[config.mk]
export PLATFORM = sky130hd
export DESIGN_NAME = bayer_white_balance_gain
export DESIGN_NICKNAME = d
export VERILOG_FILES = /design/src/design/bwb_pkg.sv /design/src/design/bayer_white_balance_gain.sv /design/src/design/bwb_fifo.sv /design/src/design/bwb_front.sv /design/src/design/bwb_back.sv
export VERILOG_INCLUDE_DIRS = /design/src /design/src/design
export SDC_FILE = /design/constraint.sdc
export NUM_CORES = 1
export LEC_CHECK = 0
export ABC_AREA = 1
export BUFFER_PORTS_ARGS = -buffer_cell sky130_fd_sc_hd__buf_4
export CAP_MARGIN = 10
export CORE_UTILIZATION = 40
export DETAILED_ROUTE_END_ITERATION = 6
export PLACE_DENSITY = 0.64
export SLEW_MARGIN = 20
export SYNTH_ARGS = -nofsm -noshare
export SYNTH_HDL_FRONTEND = slang
export SYNTH_SLANG_ARGS = --single-unit
[constraint.sdc]
create_clock -name clk -period 14.1 [get_ports clk]
set_input_delay 2.82 -clock clk [delete_from_list [all_inputs] [get_ports clk]]
set_output_delay 2.82 -clock clk [all_outputs]
set_load 0.03 [all_outputs]
[src/design/bayer_white_balance_gain_macros.svh]
// Assertion macros shared by the white balance gain RTL.
// Each macro expects clk and arst_n to be visible where it is used.
`ifndef BAYER_WHITE_BALANCE_GAIN_MACROS_SVH
`define BAYER_WHITE_BALANCE_GAIN_MACROS_SVH

// Property checked on every rising edge of clk, idle while reset is held.
`define BWB_ASSERT(label, prop, msg) \
	label: assert property (@(posedge clk) disable iff (!arst_n) (prop)) else $error(msg);

// Implication whose consequent is checked in the cycle after the antecedent.
`define BWB_ASSERT_NEXT(label, ante, cons, msg) \
	label: assert property (@(posedge clk) disable iff (!arst_n) (ante) |=> (cons)) \
		else $error(msg);

`endif

[src/design/bwb_pkg.sv]
// Package of the Bayer white balance gain block: types, register codes,
// reset values and the color filter site tables. No dependencies.
`default_nettype none

package bwb_pkg;

	// Default parameter values.
	localparam int PIXEL_BITS_DEFAULT     = 24;
	localparam int GAIN_FRAC_BITS_DEFAULT = 12;

	// Fixed register widths.
	localparam int GAIN_BITS      = 16;
	localparam int DEPTH_BITS     = 5;
	localparam int CFG_INDEX_BITS = 3;
	localparam int CFG_DATA_BITS  = 16;

	// Queue depths.
	localparam int MID_DEPTH = 2;
	localparam int OUT_DEPTH = 4;

	// Register indexes.
	typedef enum logic [CFG_INDEX_BITS-1:0] {
		REG_ENABLE   = 3'd0,
		REG_CFA      = 3'd1,
		REG_R_GAIN   = 3'd2,
		REG_B_GAIN   = 3'd3,
		REG_PX_DEPTH = 3'd4
	} reg_idx_t;

	// Bayer orders.
	typedef enum logic [1:0] {
		CFA_RGGB = 2'd0,
		CFA_BGGR = 2'd1,
		CFA_GRBG = 2'd2,
		CFA_GBRG = 2'd3
	} cfa_t;

	// Treatment of one pixel in the back end.
	typedef enum logic [1:0] {
		CLS_GREEN = 2'd0,
		CLS_RED   = 2'd1,
		CLS_BLUE  = 2'd2,
		CLS_PASS  = 2'd3
	} cls_t;

	// Register file contents handed from the front to the back.
	typedef struct packed {
		logic                  enable;
		cfa_t                  cfa;
		logic [GAIN_BITS-1:0]  r_gain;
		logic [GAIN_BITS-1:0]  b_gain;
		logic [DEPTH_BITS-1:0] px_depth;
	} cfg_t;

	// Reset values.
	localparam logic [GAIN_BITS-1:0]  GAIN_RESET  = 16'd4096;
	localparam logic [DEPTH_BITS-1:0] DEPTH_RESET = 5'd12;

	// Row parity of the red site for each order.
	function automatic logic red_row(input cfa_t cfa);
		logic r;
		case (cfa)
			CFA_RGGB: r = 1'b0;
			CFA_BGGR: r = 1'b1;
			CFA_GRBG: r = 1'b0;
			CFA_GBRG: r = 1'b1;
			default:  r = 1'b0;
		endcase
		return r;
	endfunction

	// Column parity of the red site for each order.
	function automatic logic red_col(input cfa_t cfa);
		logic c;
		case (cfa)
			CFA_RGGB: c = 1'b0;
			CFA_BGGR: c = 1'b1;
			CFA_GRBG: c = 1'b1;
			CFA_GBRG: c = 1'b0;
			default:  c = 1'b0;
		endcase
		return c;
	endfunction

endpackage

`default_nettype wire

[src/design/bayer_white_balance_gain.sv]
// Top level of the Bayer white balance gain block.
// Depends on bwb_pkg, bwb_front, bwb_fifo and bwb_back.
//
// Usage:
//   Pixels enter in raster order with line and frame end marks. An item is
//   taken at a rising edge with push high and full low. Results leave the
//   same way a queue is read: the oldest result sits on the output ports
//   while empty is low and is taken at an edge with pop high.
//   Registers are written through cfg_we, cfg_index and cfg_data while the
//   block is idle: 0 enable, 1 Bayer order, 2 red gain, 3 blue gain,
//   4 bit depth. Gains are unsigned Q4.12.
//   A result passes the middle queue, the multiply stage, the round and
//   clip stage and the result queue. Throughput: one item per cycle while
//   the receiver keeps popping, set by the single multiplier stage and
//   the issue check against the four-entry result queue.
//   When the receiver stalls, the result queue fills, issue stops, the
//   two-entry middle queue fills and full rises; no item is dropped.
//   Reset clears the queues, the parity (first row and column even) and
//   loads the register defaults: enabled, RGGB, unity gains, 12 bits.
`default_nettype none

module bayer_white_balance_gain import bwb_pkg::*; #(
	parameter int PIXEL_BITS     = PIXEL_BITS_DEFAULT,
	parameter int GAIN_FRAC_BITS = GAIN_FRAC_BITS_DEFAULT
) (
	input  wire logic                      clk,
	input  wire logic                      arst_n,
	input  wire logic                      cfg_we,
	input  wire logic [CFG_INDEX_BITS-1:0] cfg_index,
	input  wire logic [CFG_DATA_BITS-1:0]  cfg_data,
	input  wire logic                      push,
	output logic                           full,
	input  wire logic [PIXEL_BITS-1:0]     pixel_in,
	input  wire logic                      line_end_in,
	input  wire logic                      frame_end_in,
	output logic                           empty,
	input  wire logic                      pop,
	output logic [PIXEL_BITS-1:0]          pixel_out,
	output logic                           line_end_out,
	output logic                           frame_end_out
);

	localparam int MID_W = PIXEL_BITS + 4;

	cfg_t             cfg;
	logic             mid_push;
	logic [MID_W-1:0] mid_wdata;
	logic             mid_full;
	logic             mid_pop;
	logic [MID_W-1:0] mid_rdata;
	logic             mid_empty;

	assign full = mid_full;

	// Front end: registers, parity and classification.
	bwb_front #(
		.PIXEL_BITS(PIXEL_BITS)
	) u_front (
		.clk         (clk),
		.arst_n      (arst_n),
		.cfg_we      (cfg_we),
		.cfg_index   (cfg_index),
		.cfg_data    (cfg_data),
		.push        (push),
		.q_full      (mid_full),
		.pixel_in    (pixel_in),
		.line_end_in (line_end_in),
		.frame_end_in(frame_end_in),
		.q_push      (mid_push),
		.q_data      (mid_wdata),
		.cfg         (cfg)
	);

	// Short queue between the front and back ends.
	bwb_fifo #(
		.WIDTH(MID_W),
		.DEPTH(MID_DEPTH)
	) u_mid_fifo (
		.clk   (clk),
		.arst_n(arst_n),
		.push  (mid_push),
		.wdata (mid_wdata),
		.full  (mid_full),
		.pop   (mid_pop),
		.rdata (mid_rdata),
		.empty (mid_empty),
		.count ()
	);

	// Back end: gain, rounding, clipping and the result queue.
	bwb_back #(
		.PIXEL_BITS    (PIXEL_BITS),
		.GAIN_FRAC_BITS(GAIN_FRAC_BITS)
	) u_back (
		.clk          (clk),
		.arst_n       (arst_n),
		.cfg          (cfg),
		.q_empty      (mid_empty),
		.q_data       (mid_rdata),
		.q_pop        (mid_pop),
		.empty        (empty),
		.pop          (pop),
		.pixel_out    (pixel_out),
		.line_end_out (line_end_out),
		.frame_end_out(frame_end_out)
	);

endmodule

`default_nettype wire

[src/design/bwb_fifo.sv]
// Small register-based first-in first-out queue.
// Depends on nothing; used for the middle queue and the result queue.
`default_nettype none

module bwb_fifo #(
	parameter int WIDTH = 8,
	parameter int DEPTH = 2
) (
	input  wire logic                       clk,
	input  wire logic                       arst_n,
	input  wire logic                       push,
	input  wire logic [WIDTH-1:0]           wdata,
	output logic                            full,
	input  wire logic                       pop,
	output logic [WIDTH-1:0]                rdata,
	output logic                            empty,
	output logic [$clog2(DEPTH+1)-1:0]      count
);

	localparam int PTR_W = (DEPTH > 1) ? $clog2(DEPTH) : 1;
	localparam int CNT_W = $clog2(DEPTH+1);

	logic [WIDTH-1:0] mem_q [DEPTH];
	logic [PTR_W-1:0] wr_ptr_q;
	logic [PTR_W-1:0] rd_ptr_q;
	logic [CNT_W-1:0] count_q;
	logic             do_push;
	logic             do_pop;

	// Status and handshake qualification.
	assign full    = (count_q == CNT_W'(DEPTH));
	assign empty   = (count_q == '0);
	assign count   = count_q;
	assign do_push = push && !full;
	assign do_pop  = pop && !empty;
	assign rdata   = mem_q[rd_ptr_q];

	// Storage array, written at the tail.
	always_ff @(posedge clk) begin
		if (do_push) begin
			mem_q[wr_ptr_q] <= wdata;
		end
	end

	// Pointers and fill count.
	always_ff @(posedge clk or negedge arst_n) begin
		if (!arst_n) begin
			wr_ptr_q <= '0;
			rd_ptr_q <= '0;
			count_q  <= '0;
		end else begin
			if (do_push) begin
				wr_ptr_q <= (wr_ptr_q == PTR_W'(DEPTH-1)) ? '0 : wr_ptr_q + 1'b1;
			end
			if (do_pop) begin
				rd_ptr_q <= (rd_ptr_q == PTR_W'(DEPTH-1)) ? '0 : rd_ptr_q + 1'b1;
			end
			if (do_push && !do_pop) begin
				count_q <= count_q + 1'b1;
			end else if (do_pop && !do_push) begin
				count_q <= count_q - 1'b1;
			end
		end
	end

endmodule

`default_nettype wire

[src/design/bwb_front.sv]
// Front end: configuration registers, row and column parity tracking and
// classification of each accepted pixel. Depends on bwb_pkg and the macros.
`default_nettype none
`include "bayer_white_balance_gain_macros.svh"

module bwb_front import bwb_pkg::*; #(
	parameter int PIXEL_BITS = PIXEL_BITS_DEFAULT
) (
	input  wire logic                      clk,
	input  wire logic                      arst_n,
	input  wire logic                      cfg_we,
	input  wire logic [CFG_INDEX_BITS-1:0] cfg_index,
	input  wire logic [CFG_DATA_BITS-1:0]  cfg_data,
	input  wire logic                      push,
	input  wire logic                      q_full,
	input  wire logic [PIXEL_BITS-1:0]     pixel_in,
	input  wire logic                      line_end_in,
	input  wire logic                      frame_end_in,
	output logic                           q_push,
	output logic [PIXEL_BITS+3:0]          q_data,
	output cfg_t                           cfg
);

	cfg_t cfg_q;
	logic row_odd_q;
	logic col_odd_q;
	logic accept;
	logic is_red;
	logic is_blue;
	cls_t cls;

	// Register writes; an index beyond the list is ignored.
	always_ff @(posedge clk or negedge arst_n) begin
		if (!arst_n) begin
			cfg_q.enable   <= 1'b1;
			cfg_q.cfa      <= CFA_RGGB;
			cfg_q.r_gain   <= GAIN_RESET;
			cfg_q.b_gain   <= GAIN_RESET;
			cfg_q.px_depth <= DEPTH_RESET;
		end else if (cfg_we) begin
			case (cfg_index)
				REG_ENABLE:   cfg_q.enable   <= cfg_data[0];
				REG_CFA:      cfg_q.cfa      <= cfa_t'(cfg_data[1:0]);
				REG_R_GAIN:   cfg_q.r_gain   <= cfg_data[GAIN_BITS-1:0];
				REG_B_GAIN:   cfg_q.b_gain   <= cfg_data[GAIN_BITS-1:0];
				REG_PX_DEPTH: cfg_q.px_depth <= cfg_data[DEPTH_BITS-1:0];
				default: begin
				end
			endcase
		end
	end

	assign cfg    = cfg_q;
	assign accept = push && !q_full;

	// Site classification from the current parity.
	always_comb begin
		is_red  = (row_odd_q == red_row(cfg_q.cfa)) && (col_odd_q == red_col(cfg_q.cfa));
		is_blue = (row_odd_q != red_row(cfg_q.cfa)) && (col_odd_q != red_col(cfg_q.cfa));
		if (!cfg_q.enable) begin
			cls = CLS_PASS;
		end else if (is_red) begin
			cls = CLS_RED;
		end else if (is_blue) begin
			cls = CLS_BLUE;
		end else begin
			cls = CLS_GREEN;
		end
	end

	assign q_push = accept;
	assign q_data = {cls, frame_end_in, line_end_in, pixel_in};

	// Parity tracking: frame end clears both, line end starts the next row.
	always_ff @(posedge clk or negedge arst_n) begin
		if (!arst_n) begin
			row_odd_q <= 1'b0;
			col_odd_q <= 1'b0;
		end else if (accept) begin
			if (frame_end_in) begin
				row_odd_q <= 1'b0;
				col_odd_q <= 1'b0;
			end else if (line_end_in) begin
				row_odd_q <= ~row_odd_q;
				col_odd_q <= 1'b0;
			end else begin
				col_odd_q <= ~col_odd_q;
			end
		end
	end

	// A frame end always brings the next pixel back to the first site.
	`BWB_ASSERT_NEXT(a_frame_restart, accept && frame_end_in, !row_odd_q && !col_odd_q,
		"parity not cleared after frame end")

endmodule

`default_nettype wire

[src/design/bwb_back.sv]
// Back end: gain multiply, rounding and clipping in two stages, and the
// result queue. Depends on bwb_pkg, bwb_fifo and the macros.
`default_nettype none
`include "bayer_white_balance_gain_macros.svh"

module bwb_back import bwb_pkg::*; #(
	parameter int PIXEL_BITS     = PIXEL_BITS_DEFAULT,
	parameter int GAIN_FRAC_BITS = GAIN_FRAC_BITS_DEFAULT
) (
	input  wire logic                  clk,
	input  wire logic                  arst_n,
	input  wire cfg_t                  cfg,
	input  wire logic                  q_empty,
	input  wire logic [PIXEL_BITS+3:0] q_data,
	output logic                       q_pop,
	output logic                       empty,
	input  wire logic                  pop,
	output logic [PIXEL_BITS-1:0]      pixel_out,
	output logic                       line_end_out,
	output logic                       frame_end_out
);

	localparam int PROD_BITS = PIXEL_BITS + GAIN_BITS;
	localparam int SUM_BITS  = PROD_BITS + 1;
	localparam int RND_BITS  = SUM_BITS - GAIN_FRAC_BITS;
	localparam int CEIL_BITS = PIXEL_BITS + 1;
	localparam int DEPTH_W   = $clog2(PIXEL_BITS + 1);
	localparam int CNT_W     = $clog2(OUT_DEPTH + 1);
	localparam int OUT_W     = PIXEL_BITS + 2;

	logic [PIXEL_BITS-1:0] q_pixel;
	logic                  q_le;
	logic                  q_fe;
	cls_t                  q_cls;
	logic [GAIN_BITS-1:0]  gain;
	logic [PROD_BITS-1:0]  prod;

	logic                  v1_s1;
	logic [PROD_BITS-1:0]  prod_s1;
	logic                  clip_s1;
	logic                  le_s1;
	logic                  fe_s1;

	logic [SUM_BITS-1:0]   sum;
	logic [RND_BITS-1:0]   rnd;
	logic [DEPTH_W-1:0]    depth;
	logic [CEIL_BITS-1:0]  ceil_full;
	logic [PIXEL_BITS-1:0] ceiling;
	logic [PIXEL_BITS-1:0] result;

	logic                  v2_s2;
	logic [PIXEL_BITS-1:0] pix_s2;
	logic                  le_s2;
	logic                  fe_s2;

	logic [CNT_W-1:0]      out_count;
	logic                  out_full;
	logic [CNT_W:0]        in_flight;
	logic [OUT_W-1:0]      out_data;

	assign {q_cls, q_fe, q_le, q_pixel} = q_data;

	// Issue only while the result queue has room for everything in flight.
	assign in_flight = (CNT_W+1)'(out_count) + (CNT_W+1)'(v1_s1) + (CNT_W+1)'(v2_s2);
	assign q_pop     = !q_empty && (in_flight < (CNT_W+1)'(OUT_DEPTH));

	// Gain selection and the single multiplier.
	always_comb begin
		gain = (q_cls == CLS_RED) ? cfg.r_gain : cfg.b_gain;
		prod = PROD_BITS'(q_pixel) * PROD_BITS'(gain);
	end

	// Stage 1: product, or the pixel aligned to the fraction for unity gain.
	always_ff @(posedge clk or negedge arst_n) begin
		if (!arst_n) begin
			v1_s1 <= 1'b0;
		end else begin
			v1_s1 <= q_pop;
		end
	end

	always_ff @(posedge clk) begin
		if (q_pop) begin
			if ((q_cls == CLS_RED) || (q_cls == CLS_BLUE)) begin
				prod_s1 <= prod;
			end else begin
				prod_s1 <= PROD_BITS'(q_pixel) << GAIN_FRAC_BITS;
			end
			clip_s1 <= (q_cls != CLS_PASS);
			le_s1   <= q_le;
			fe_s1   <= q_fe;
		end
	end

	// Clip ceiling from the bit depth, clamped to one through the pixel width.
	always_comb begin
		if (cfg.px_depth == '0) begin
			depth = DEPTH_W'(1);
		end else if (32'(cfg.px_depth) > PIXEL_BITS) begin
			depth = DEPTH_W'(PIXEL_BITS);
		end else begin
			depth = DEPTH_W'(cfg.px_depth);
		end
		ceil_full = (CEIL_BITS'(1) << depth) - CEIL_BITS'(1);
		ceiling   = ceil_full[PIXEL_BITS-1:0];
	end

	// Round half up, drop the fraction, then saturate unless passed through.
	always_comb begin
		sum = SUM_BITS'(prod_s1) + (SUM_BITS'(1) << (GAIN_FRAC_BITS - 1));
		rnd = RND_BITS'(sum >> GAIN_FRAC_BITS);
		if (clip_s1 && (rnd > RND_BITS'(ceiling))) begin
			result = ceiling;
		end else begin
			result = rnd[PIXEL_BITS-1:0];
		end
	end

	// Stage 2: finished result.
	always_ff @(posedge clk or negedge arst_n) begin
		if (!arst_n) begin
			v2_s2 <= 1'b0;
		end else begin
			v2_s2 <= v1_s1;
		end
	end

	always_ff @(posedge clk) begin
		if (v1_s1) begin
			pix_s2 <= result;
			le_s2  <= le_s1;
			fe_s2  <= fe_s1;
		end
	end

	// Result queue facing the receiver.
	bwb_fifo #(
		.WIDTH(OUT_W),
		.DEPTH(OUT_DEPTH)
	) u_out_fifo (
		.clk   (clk),
		.arst_n(arst_n),
		.push  (v2_s2),
		.wdata ({fe_s2, le_s2, pix_s2}),
		.full  (out_full),
		.pop   (pop),
		.rdata (out_data),
		.empty (empty),
		.count (out_count)
	);

	assign {frame_end_out, line_end_out, pixel_out} = out_data;

	// The room check must keep the result queue from ever overflowing.
	`BWB_ASSERT(a_no_overflow, !(v2_s2 && out_full), "result queue written while full")
	`BWB_ASSERT(a_in_flight, in_flight <= (CNT_W+1)'(OUT_DEPTH),
		"more items in flight than result queue entries")
	`BWB_ASSERT_NEXT(a_issue_reaches_s2, v1_s1, v2_s2, "item lost between stages")

endmodule

`default_nettype wire

# == Yosys cells after proc, flatten, opt, wreduce, memory -nomap -nowiden ==
# Memories as Yosys holds them, arrays and structs flattened.
# Index checks and enable logic that the tools add are counted.
# op_classes
div_mod_pow,0
bitwise,2
muxes,26
add_sub_neg,12
shifts,1
eq_ne,18
multipliers,1
order_cmp,3
reduce_logical,40
# ops
cell,count
$add A40 B12 Y41 const B,1
$mul A24 B16 Y40,1
$mux W36,1
$gt A29 B24 Y1,1
$mux W24,1
$shl A1 B5 Y24 const A,1
$sub A24 B2 Y24 const B,1
$mux W16,1
$mux W2,7
$logic_and A1 B1 Y1,13
$eq A2 B2 Y1 const B,6
$reduce_and A2 Y1,6
$mux W1,10
$mux W5,2
$logic_not A1 Y1,8
$reduce_or A2 Y1,4
$add A2 B1 Y2 const B,3
$eq A3 B2 Y1 const B,2
$eq A3 B3 Y1 const B,2
$logic_not A3 Y1,2
$mux W3,2
$reduce_bool A2 Y1,3
$gt A5 B5 Y1 const B,1
$logic_not A5 Y1,1
16 further kinds,23
# totals
romBits,0
n_memories,2
mem_bits_rw,160
wordCells,128
latch_bits,0
ff_bits,124
# memory_table
memory,depth,width,rd,rd_ports_with_merged_regs,wr,line_no,source
u_back.u_out_fifo.mem_q,4,26,1,0,1,bwb_fifo.sv:23,logic [WIDTH-1:0] mem_q [DEPTH];
u_mid_fifo.mem_q,2,28,1,0,1,bwb_fifo.sv:23,

# == Logic depth before layout (Yosys ltp) ==
# Gate-level depths: netlist (run 1).
# depth
ltp_word,8
mapped_depth,39
mapped_depth_nobuf,34

# == Hierarchy ==
# Synthesis (run 1) repeated with hierarchy kept, for this count alone.
# unflattened
hier_cells,3070
area_unflattened_um2,26232.7
# by_module_without_submodules
mod,area_each_um2,instances,seq_area_each_um2,cells_each
bwb_back,17206.5,1,1791.7,2287
bwb_fifo at u_back.u_out_fifo,4703.3,1,3298.2,364
bwb_fifo at u_mid_fifo,2278.4,1,1781.7,178
bwb_front,2044.5,1,1057.3,241

# == Worst setup path before layout (run 1) ==
# Ideal clock, no wire load.
# synth_timing
kind,register to register
start,reg u_mid_fifo.rd_ptr_q
end,"reg u_back.prod_s1[28], data pin"
path_stages_with_launch,34
setup_slack_ns,6.841
period_less_slack_ns,7.259
setup_ns,0.254
required_time_ns,13.846
arrival_time_ns,7.006
path_buffers,5
cell_sequence,dfrtp_1 inv_1 clkbuf_1 clkbuf_1 or2_2 o21ai_0 ha_1 buf_6 buf_2 nand2_1 o21ai_1 inv_1 clkbuf_1 nor2_1 fa_1 inv_1 fa_1 fa_1 fa_1 inv_1 fa_1 inv_1 fa_1 inv_1 ha_1 a21o_1 a31oi_1 and2_1 nand2_1 nand3_1 nand2_1 or2_2 nand3_1 nand2_1
# synth_between
elab_chain_cells,5
# synth_rtl
item,line_no,source
"start, declared",bwb_fifo.sv:25,logic [PTR_W-1:0] rd_ptr_q;
"start signal, assigned",bwb_fifo.sv:56,rd_ptr_q <= (rd_ptr_q == PTR_W'(DEPTH-1)) ? '0 : rd_ptr_q + 1'b1;
$mem_v2 Z2 W28 *,--,
$eq A2 B1 Y1,"bwb_back.sv:69, bwb_back.sv:84",
$mux W16,bwb_back.sv:69,gain = (q_cls == CLS_RED) ? cfg.r_gain : cfg.b_gain;
$mul A24 B16 Y40,bwb_back.sv:70,prod = PROD_BITS'(q_pixel) * PROD_BITS'(gain);
$mux W36 *,bwb_back.sv:84,if ((q_cls == CLS_RED) || (q_cls == CLS_BLUE)) begin
"end signal, assigned",bwb_back.sv:85,prod_s1 <= prod;
"end signal, assigned",bwb_back.sv:87,prod_s1 <= PROD_BITS'(q_pixel) << GAIN_FRAC_BITS;
"end, declared",bwb_back.sv:39,logic [PROD_BITS-1:0] prod_s1;
# Mark *: on every way between the ends. The rest lies on a longest branch, timed or not.
# A chain may end at the register's enable or synchronous reset.

# == Final worst setup path (run 1) ==
# layout_timing
start,reg u_mid_fifo.rd_ptr_q
end,"reg u_back.prod_s1[36], data pin"
# layout_between
elab_chain_cells,4
# layout_rtl
item,line_no
$mem_v2 Z2 W28 *,--
$eq A2 B1 Y1,"bwb_back.sv:69, bwb_back.sv:84"
$mux W16,bwb_back.sv:69
$mul A24 B16 Y40,bwb_back.sv:70
# Marked as above.

==> results.cfg, run 1 <==
[timing]
worstMarginPinSlew_ps = 1079
setup_violations = 0
finalHoldViolCount = 0
slew_headroom = 0.2748
fin_worst_skew_ps = 26.11
fin_ws_ps = 5420
fin_crit_sh = 0.6156
timing.final.crit_period_ps = 8680
timing.fmax_ghz = 0.1152
drv_slew = 0
setup-tns-final_ps = 0
rsz0062_at_grt = no

[placement]
portBuffers = 77
dpl-instance-area_um2 = 26750
place_worst_setup_slack_ps = 5544
place.gp.congestion = 0.9358
dp_hpwl_um = 52380

[route]
wl_per_cell_um = 17.62
drt_iter0_drc = 1521
vias = 19230
firstDrtPassIters = 5
vias_per_cell = 5.065
routed_wl_um = 66890
postRouteAntennaNets = 0
drc = 0

[logic_synthesis]
netlist.area_leader.share = 0.2602
synthTopCellsByCount = 624 x nand2_1, 561 x inv_1, 327 x nor2_1
yosysSeqAreaShare = 0.3152
ys_types = 51
synth_top_area_cell = edfxtp_1
synth-edff-count = 218
ys_warn_count = 0
synth.cell_area_um2 = 25160
synth_most_common_cell = nand2_1
synth_ff_type = edfxtp_1
syn_area_per_cell_um2 = 8.781
synth.ff_latch_count = 273
synthTopCellsByArea = edfxtp_1 26%, fa_1 24%, nand2_1 9.3%
async_flop_share = 0.2015
syn_inst = 2865

[final_layout]
diodes = 0
fill_cells = 6156
nets = 3438
drive_above_1_share = 0.08108
fin_area_um2 = 27740
syn_to_final_growth_pct = 10.26

[setup_path]
max_stage_delay_ps = 890
worstPathArrival_ps = 9060
crit_path_frequent_cell = inv_1
critical_path_class = reg -> reg
endpoint_kind = flop
rrSetupSlack_ps = 5420
crit_start = u_mid_fifo.rd_ptr_q
reg2reg_from = u_mid_fifo.rd_ptr_q
worstReg2RegEnd = u_back.prod_s1[36]
cp.required_ps = 14480
crit_slowest_cell = ha_1
cp_max_fo = 29
reg2reg_depth = 27
crit_path_start_kind = flop
critPathCapture = u_back.prod_s1[36]

[global_route]
grt_max_degree = 56
gr-usage-met3 = 0.03341
grt_pass1_vias = 18876
grt_pass1_wl_um = 104300
use_met2 = 0.3469
busiest_layer = met2
grt_overflow_total = 0
grt_usage = 0.2129
use_met1 = 0.2764
antenna_found_initial = 1

[run_status]
status = completed

[cts]
h-tree-depth = 1
cts_resized = 0
root_buffer = clkbuf_16
clock-sinks = 273
clk_path_buf_depth = 3
cts_buffers = 29
hold_buffers = 0
cts_tree = done
postCtsSetupBuffers = 0
clk_latency_ps = 590
path_clk_slew_ps = 60

[die]
die_y_um = 252.8
num_rows = 91
ioPinCount = 78
fp.dieW_um = 252.8
fp.dieArea_um2 = 63900
initial_core_util = 0.4062
core_area_um2 = 61940

[run]
maxCapViolCount = 0

[worst_hold_path]
min_path_type = reg -> reg
worst max-delay path, delay by kind of cell, from the launching register on:
family	cells	cell delay, ps
compound gates	4	560
flops	1	340
buf+inv	7	1220
fa+ha+maj	8	4290
simple gates	8	2030
final cells by class:
| type | count | area (um^2) | area share |
|---|---|---|---|
| Clock inverter | 20 | 219.0 | 0.007894 |
| Tap cell | 837 | 1047 | 0.03775 |
| Clock buffer | 34 | 754.5 | 0.02720 |
| Inverter | 583 | 2188 | 0.07889 |
| Sequential cell | 273 | 7929 | 0.2858 |
| Timing Repair Buffer | 111 | 837.1 | 0.03018 |
| Multi-Input combinational cell | 1939 | 14760 | 0.5323 |
metrics by stage:
stage / hold WS [ps] / utilization / std cells
after floorplan: 400.3 / - / 2866
after global placement: 406.7 / 0.4319 / 3742
after detailed placement: 404.5 / 0.4319 / 3742
after CTS: 419.3 / 0.4476 / 3796
after global routing: 437.5 / 0.4478 / 3797
final: 420.4 / 0.4478 / 3797
flip-flops by register name, summed over array words and instances, names as in the netlist:
| signal | flops |
|---|---|
| u_mid_fifo.count | 2 |
| u_back.v2_s2 | 1 |
| u_mid_fifo.rd_ptr_q | 1 |
| u_back.u_out_fifo.rd_ptr_q | 2 |
| u_back.v1_s1 | 1 |
| u_front.row_odd_q | 1 |
| u_back.prod_s1 | 29 |
| u_mid_fifo.mem_q | 56 |
| u_back.u_out_fifo.count | 3 |
| u_back.clip_s1 | 1 |
| u_back.fe_s2 | 1 |
| u_back.u_out_fifo.wr_ptr_q | 2 |
| u_back.u_out_fifo.mem_q | 104 |
| u_front.cfg | 40 |
| u_back.fe_s1 | 1 |
| u_front.col_odd_q | 1 |
| u_back.pix_s2 | 24 |
| u_back.le_s2 | 1 |
| u_back.le_s1 | 1 |
| u_mid_fifo.wr_ptr_q | 1 |
metal layers:
metal | up-vias | share of wire
met2 | 635 | 0.47
met4 | 2 | 0.052
met5 | - | 0.00013
li1 | 9039 | -
met1 | 9399 | 0.41
met3 | 155 | 0.065
cell usage in the layout (no fill, tap or decap), types with 8 or more instances in the layout:
cell	synthesis	routed
a31oi_1	10	10
dfrtp_1	50	50
xnor2_1	18	18
o22ai_1	28	28
buf_4	1	110
ha_1	145	145
nor3_1	22	22
a21o_1	9	9
nand3b_1	10	10
clkbuf_16	0	29
nand2_2	10	10
o21ai_1	24	22
nor2_1	327	321
nand3_1	57	56
fa_1	306	306
nor2_2	12	16
inv_1	561	561
xor2_1	31	31
a21oi_1	58	58
clkinv_1	14	17
nand4_1	22	22
inv_2	8	8
or2_2	17	17
o21ai_0	157	157
nand2_1	624	624
edfxtp_1	218	218
kinds of logic after synthesis:
kind of cell | Yosys count | share of synthesized area
adder cells (fa/ha/maj) | 451 | 0.3156
flip-flops | 273 | 0.3152
XOR/XNOR | 49 | 0.01706
AND/OR/NAND/NOR | 1126 | 0.1846
multiplexers | 1 | 0.0004476
buffers and inverters | 654 | 0.09962
AO/OA/AOI/OAI | 310 | 0.06734
other | 1 | 0.0001491
worst min path at each step:
stage                      start  slack [ps]      endpoint  depth (start not counted)
floorplan           u_back.fe_s1         400  u_back.fe_s2                          0
CTS                 u_back.fe_s1         420  u_back.fe_s2                          0
global placement    u_back.fe_s1         410  u_back.fe_s2                          0
finish              u_back.fe_s1         420  u_back.fe_s2                          0
global route        u_back.le_s1         440  u_back.le_s2                          0
detailed placement  u_back.fe_s1         400  u_back.fe_s2                          0
Power of run 1 is left out: the tool's default activity adds up to more than one toggle a clock period on the data nets, which glitch-free logic cannot reach.
==> run 2, diff against run 1 <==
--- a/config.mk
+++ b/config.mk
@@ -6,7 +6,7 @@
 export SDC_FILE = /design/constraint.sdc
 export NUM_CORES = 1
 export LEC_CHECK = 0
-export ABC_AREA = 1
+export ABC_AREA = 0
 export BUFFER_PORTS_ARGS = -buffer_cell sky130_fd_sc_hd__buf_4
 export CAP_MARGIN = 10
 export CORE_UTILIZATION = 40
==> constraint.sdc (replaced) <==
create_clock -name clk -period 8.6 [get_ports clk]
set_input_delay 1.72 -clock clk [delete_from_list [all_inputs] [get_ports clk]]
set_output_delay 1.72 -clock clk [all_outputs]
set_load 0.03 [all_outputs]
==> results.cfg, run 2 <==
[route]
firstDrtPassIters = 5
top_layer = met4
vias_per_cell = 5.308
routed_wl_um = 61210
dr_wl_met2_um = 28750
wl_per_cell_um = 19.79
dr_wl_met3_um = 4479
drt_iter0_drc = 1038
met1_length_um = 25650
postRouteAntennaNets = 0
drc = 0
vias = 16417

[cts]
clk_latency_ps = 600
clk_path_buf_depth = 3
cts_buffers = 30
hold_buffers = 0
path_clk_slew_ps = 70
clock-sinks = 273
cts_tree = done
h-tree-depth = 1
root_buffer = clkbuf_16

[die]
initial_core_util = 0.4075
die_y_um = 248.1
ioPinCount = 78
num_rows = 89
core_area_um2 = 59460
fp.dieArea_um2 = 61570
fp.dieW_um = 248.1

[logic_synthesis]
yosysSeqAreaShare = 0.3272
synthTopCellsByArea = edfxtp_1 27%, fa_1 25%, ha_1 7.5%
netlist.area_leader.share = 0.2702
synth.cell_area_um2 = 24230
async_flop_share = 0.2015
synth-edff-count = 218
synthTopCellsByCount = 393 x inv_1, 306 x fa_1, 289 x nand2_1
synth_most_common_cell = inv_1
syn_area_per_cell_um2 = 10.91
synth_top_area_cell = edfxtp_1
synth_ff_type = edfxtp_1
ys_warn_count = 0
syn_inst = 2221
synth.ff_latch_count = 273
ys_types = 75

[setup_path]
crit_path_frequent_cell = fa_1
worstReg2RegEnd = u_back.prod_s1[36]
worstPathArrival_ps = 8560
reg2reg_from = u_mid_fifo.rd_ptr_q
worstPathCellList = mux2i_1, ha_1, mux2_2, nand2_1, fa_1, inv_1, fa_1, fa_1, fa_1, fa_1, inv_1, fa_1, inv_1, ha_1, a21oi_1, o21bai_1, a21oi_1, nor2_1, a211oi_1, a21boi_2, o21ai_1, mux2_1
rrSetupSlack_ps = 380
cp.required_ps = 8940
max_stage_delay_ps = 760
reg2reg_depth = 22
cp_max_fo = 24
crit_slowest_cell = mux2_2
critical_path_class = reg -> reg
endpoint_kind = flop
crit_path_start_kind = flop

[global_route]
grt_max_degree = 56
grt_pass1_wl_um = 97750
grt_usage = 0.2070
grt_overflow_total = 0
antenna_found_initial = 0
grt_pass1_vias = 17791

[timing]
fin_crit_sh = 0.9555
rsz0062_at_grt = no
setup-tns-final_ps = 0
setup_violations = 0
timing.fmax_ghz = 0.1217
timing.final.crit_period_ps = 8217
finalHoldViolCount = 0
fin_worst_skew_ps = 19.07
slew_headroom = 0.3481
worstMarginPinSlew_ps = 977.9
drv_slew = 0

[placement]
dpl-instance-area_um2 = 25790
dp_hpwl_um = 47200
portBuffers = 77
place.gp.congestion = 0.8994

[final_layout]
seq_area_um2 = 7930
largest_reg_flops = 104
multi_input_area_um2 = 14560
top_register = u_back.u_out_fifo.mem_q
fill_cells = 5566
nets = 2799
syn_to_final_growth_pct = 10.38
fin_area_um2 = 26750
final_common_cell = inv_1
diodes = 0
drive_above_1_share = 0.1310
layout_common_cells = 393 x inv_1, 306 x fa_1, 289 x nand2_1, 218 x edfxtp_1, 197 x nor2_1

[worst_hold_path]
hold_end = u_back.fe_s2
min-delay-start = u_back.fe_s1
min_path_type = reg -> reg
min_path_cells = 0

[run_status]
status = completed

[run]
maxCapViolCount = 0
==> run 2: timing repair <==
| action | CTS | global route |
|---|---|---|
| buffers inserted | 0 | 0 |
| resized for setup | 0 | 2 |
| setup endpoints to repair | 0 | 2 |
| endpoints found under the hold margin | 0 | 0 |
==> run 2: worst max-delay path by stage <==
stage / from / to / slack, ps / cells past startpoint
finish: u_mid_fifo.rd_ptr_q / u_back.prod_s1[36] / 380 / 22
global route: u_mid_fifo.rd_ptr_q / u_back.prod_s1[35] / 20 / 23
CTS: u_mid_fifo.rd_ptr_q / u_back.prod_s1[36] / 400 / 23
detailed placement: u_mid_fifo.rd_ptr_q / u_back.prod_s1[36] / 460 / 23
global placement: u_mid_fifo.rd_ptr_q / u_back.prod_s1[36] / 560 / 23
floorplan: u_mid_fifo.rd_ptr_q / u_back.prod_s1[36] / 50 / 29
==> run 2: worst max-delay path: cells and delay by family (launching register included) <==
| kind | cells | cell delay [ps] |
|---|---|---|
| compound gates | 6 | 1520 |
| fa+ha+maj | 8 | 4160 |
| buf+inv | 3 | 140 |
| flops | 1 | 450 |
| mux | 3 | 1340 |
| simple gates | 2 | 260 |
==> run 2: metrics by stage <==
step	std cells	worst slack, ps	hold WS, ps	utilization
6_report	3093	383.0	421.2	0.4498
5_1_grt	3093	17.91	434.6	0.4498
4_1_cts	3093	404.8	426.1	0.4497
3_5_place_dp	3039	456.2	412.8	0.4337
3_3_place_gp	3039	555.6	405.4	0.4337
2_1_floorplan	2222	54.09	400.3	-
==> run 2: cells by family after synthesis <==
| family | Yosys count | synth area share |
|---|---|---|
| multiplexers | 171 | 0.09057 |
| adder cells (fa/ha/maj) | 451 | 0.3277 |
| AND/OR/NAND/NOR | 622 | 0.1112 |
| AO/OA/AOI/OAI | 184 | 0.05024 |
| buffers and inverters | 464 | 0.07311 |
| XOR/XNOR | 55 | 0.01988 |
| flip-flops | 273 | 0.3272 |
| other | 1 | 0.0001548 |
==> run 2: metal layers <==
| layer | GRT usage | up-vias |
|---|---|---|
| met5 | 0 | - |
| met4 | 0.07909 | 0 |
| li1 | - | 7355 |
| met3 | 0.04223 | 127 |
| met2 | 0.3428 | 573 |
| met1 | 0.2664 | 8362 |
==> run 2: area by class of cell <==
class,count,area share
Timing Repair Buffer,115,0.03228
Clock buffer,37,0.02905
Clock inverter,17,0.006409
Multi-Input combinational cell,1485,0.5445
Inverter,393,0.05515
Sequential cell,273,0.2965
Tap cell,773,0.03616
Power of run 2 is left out for the same reason.
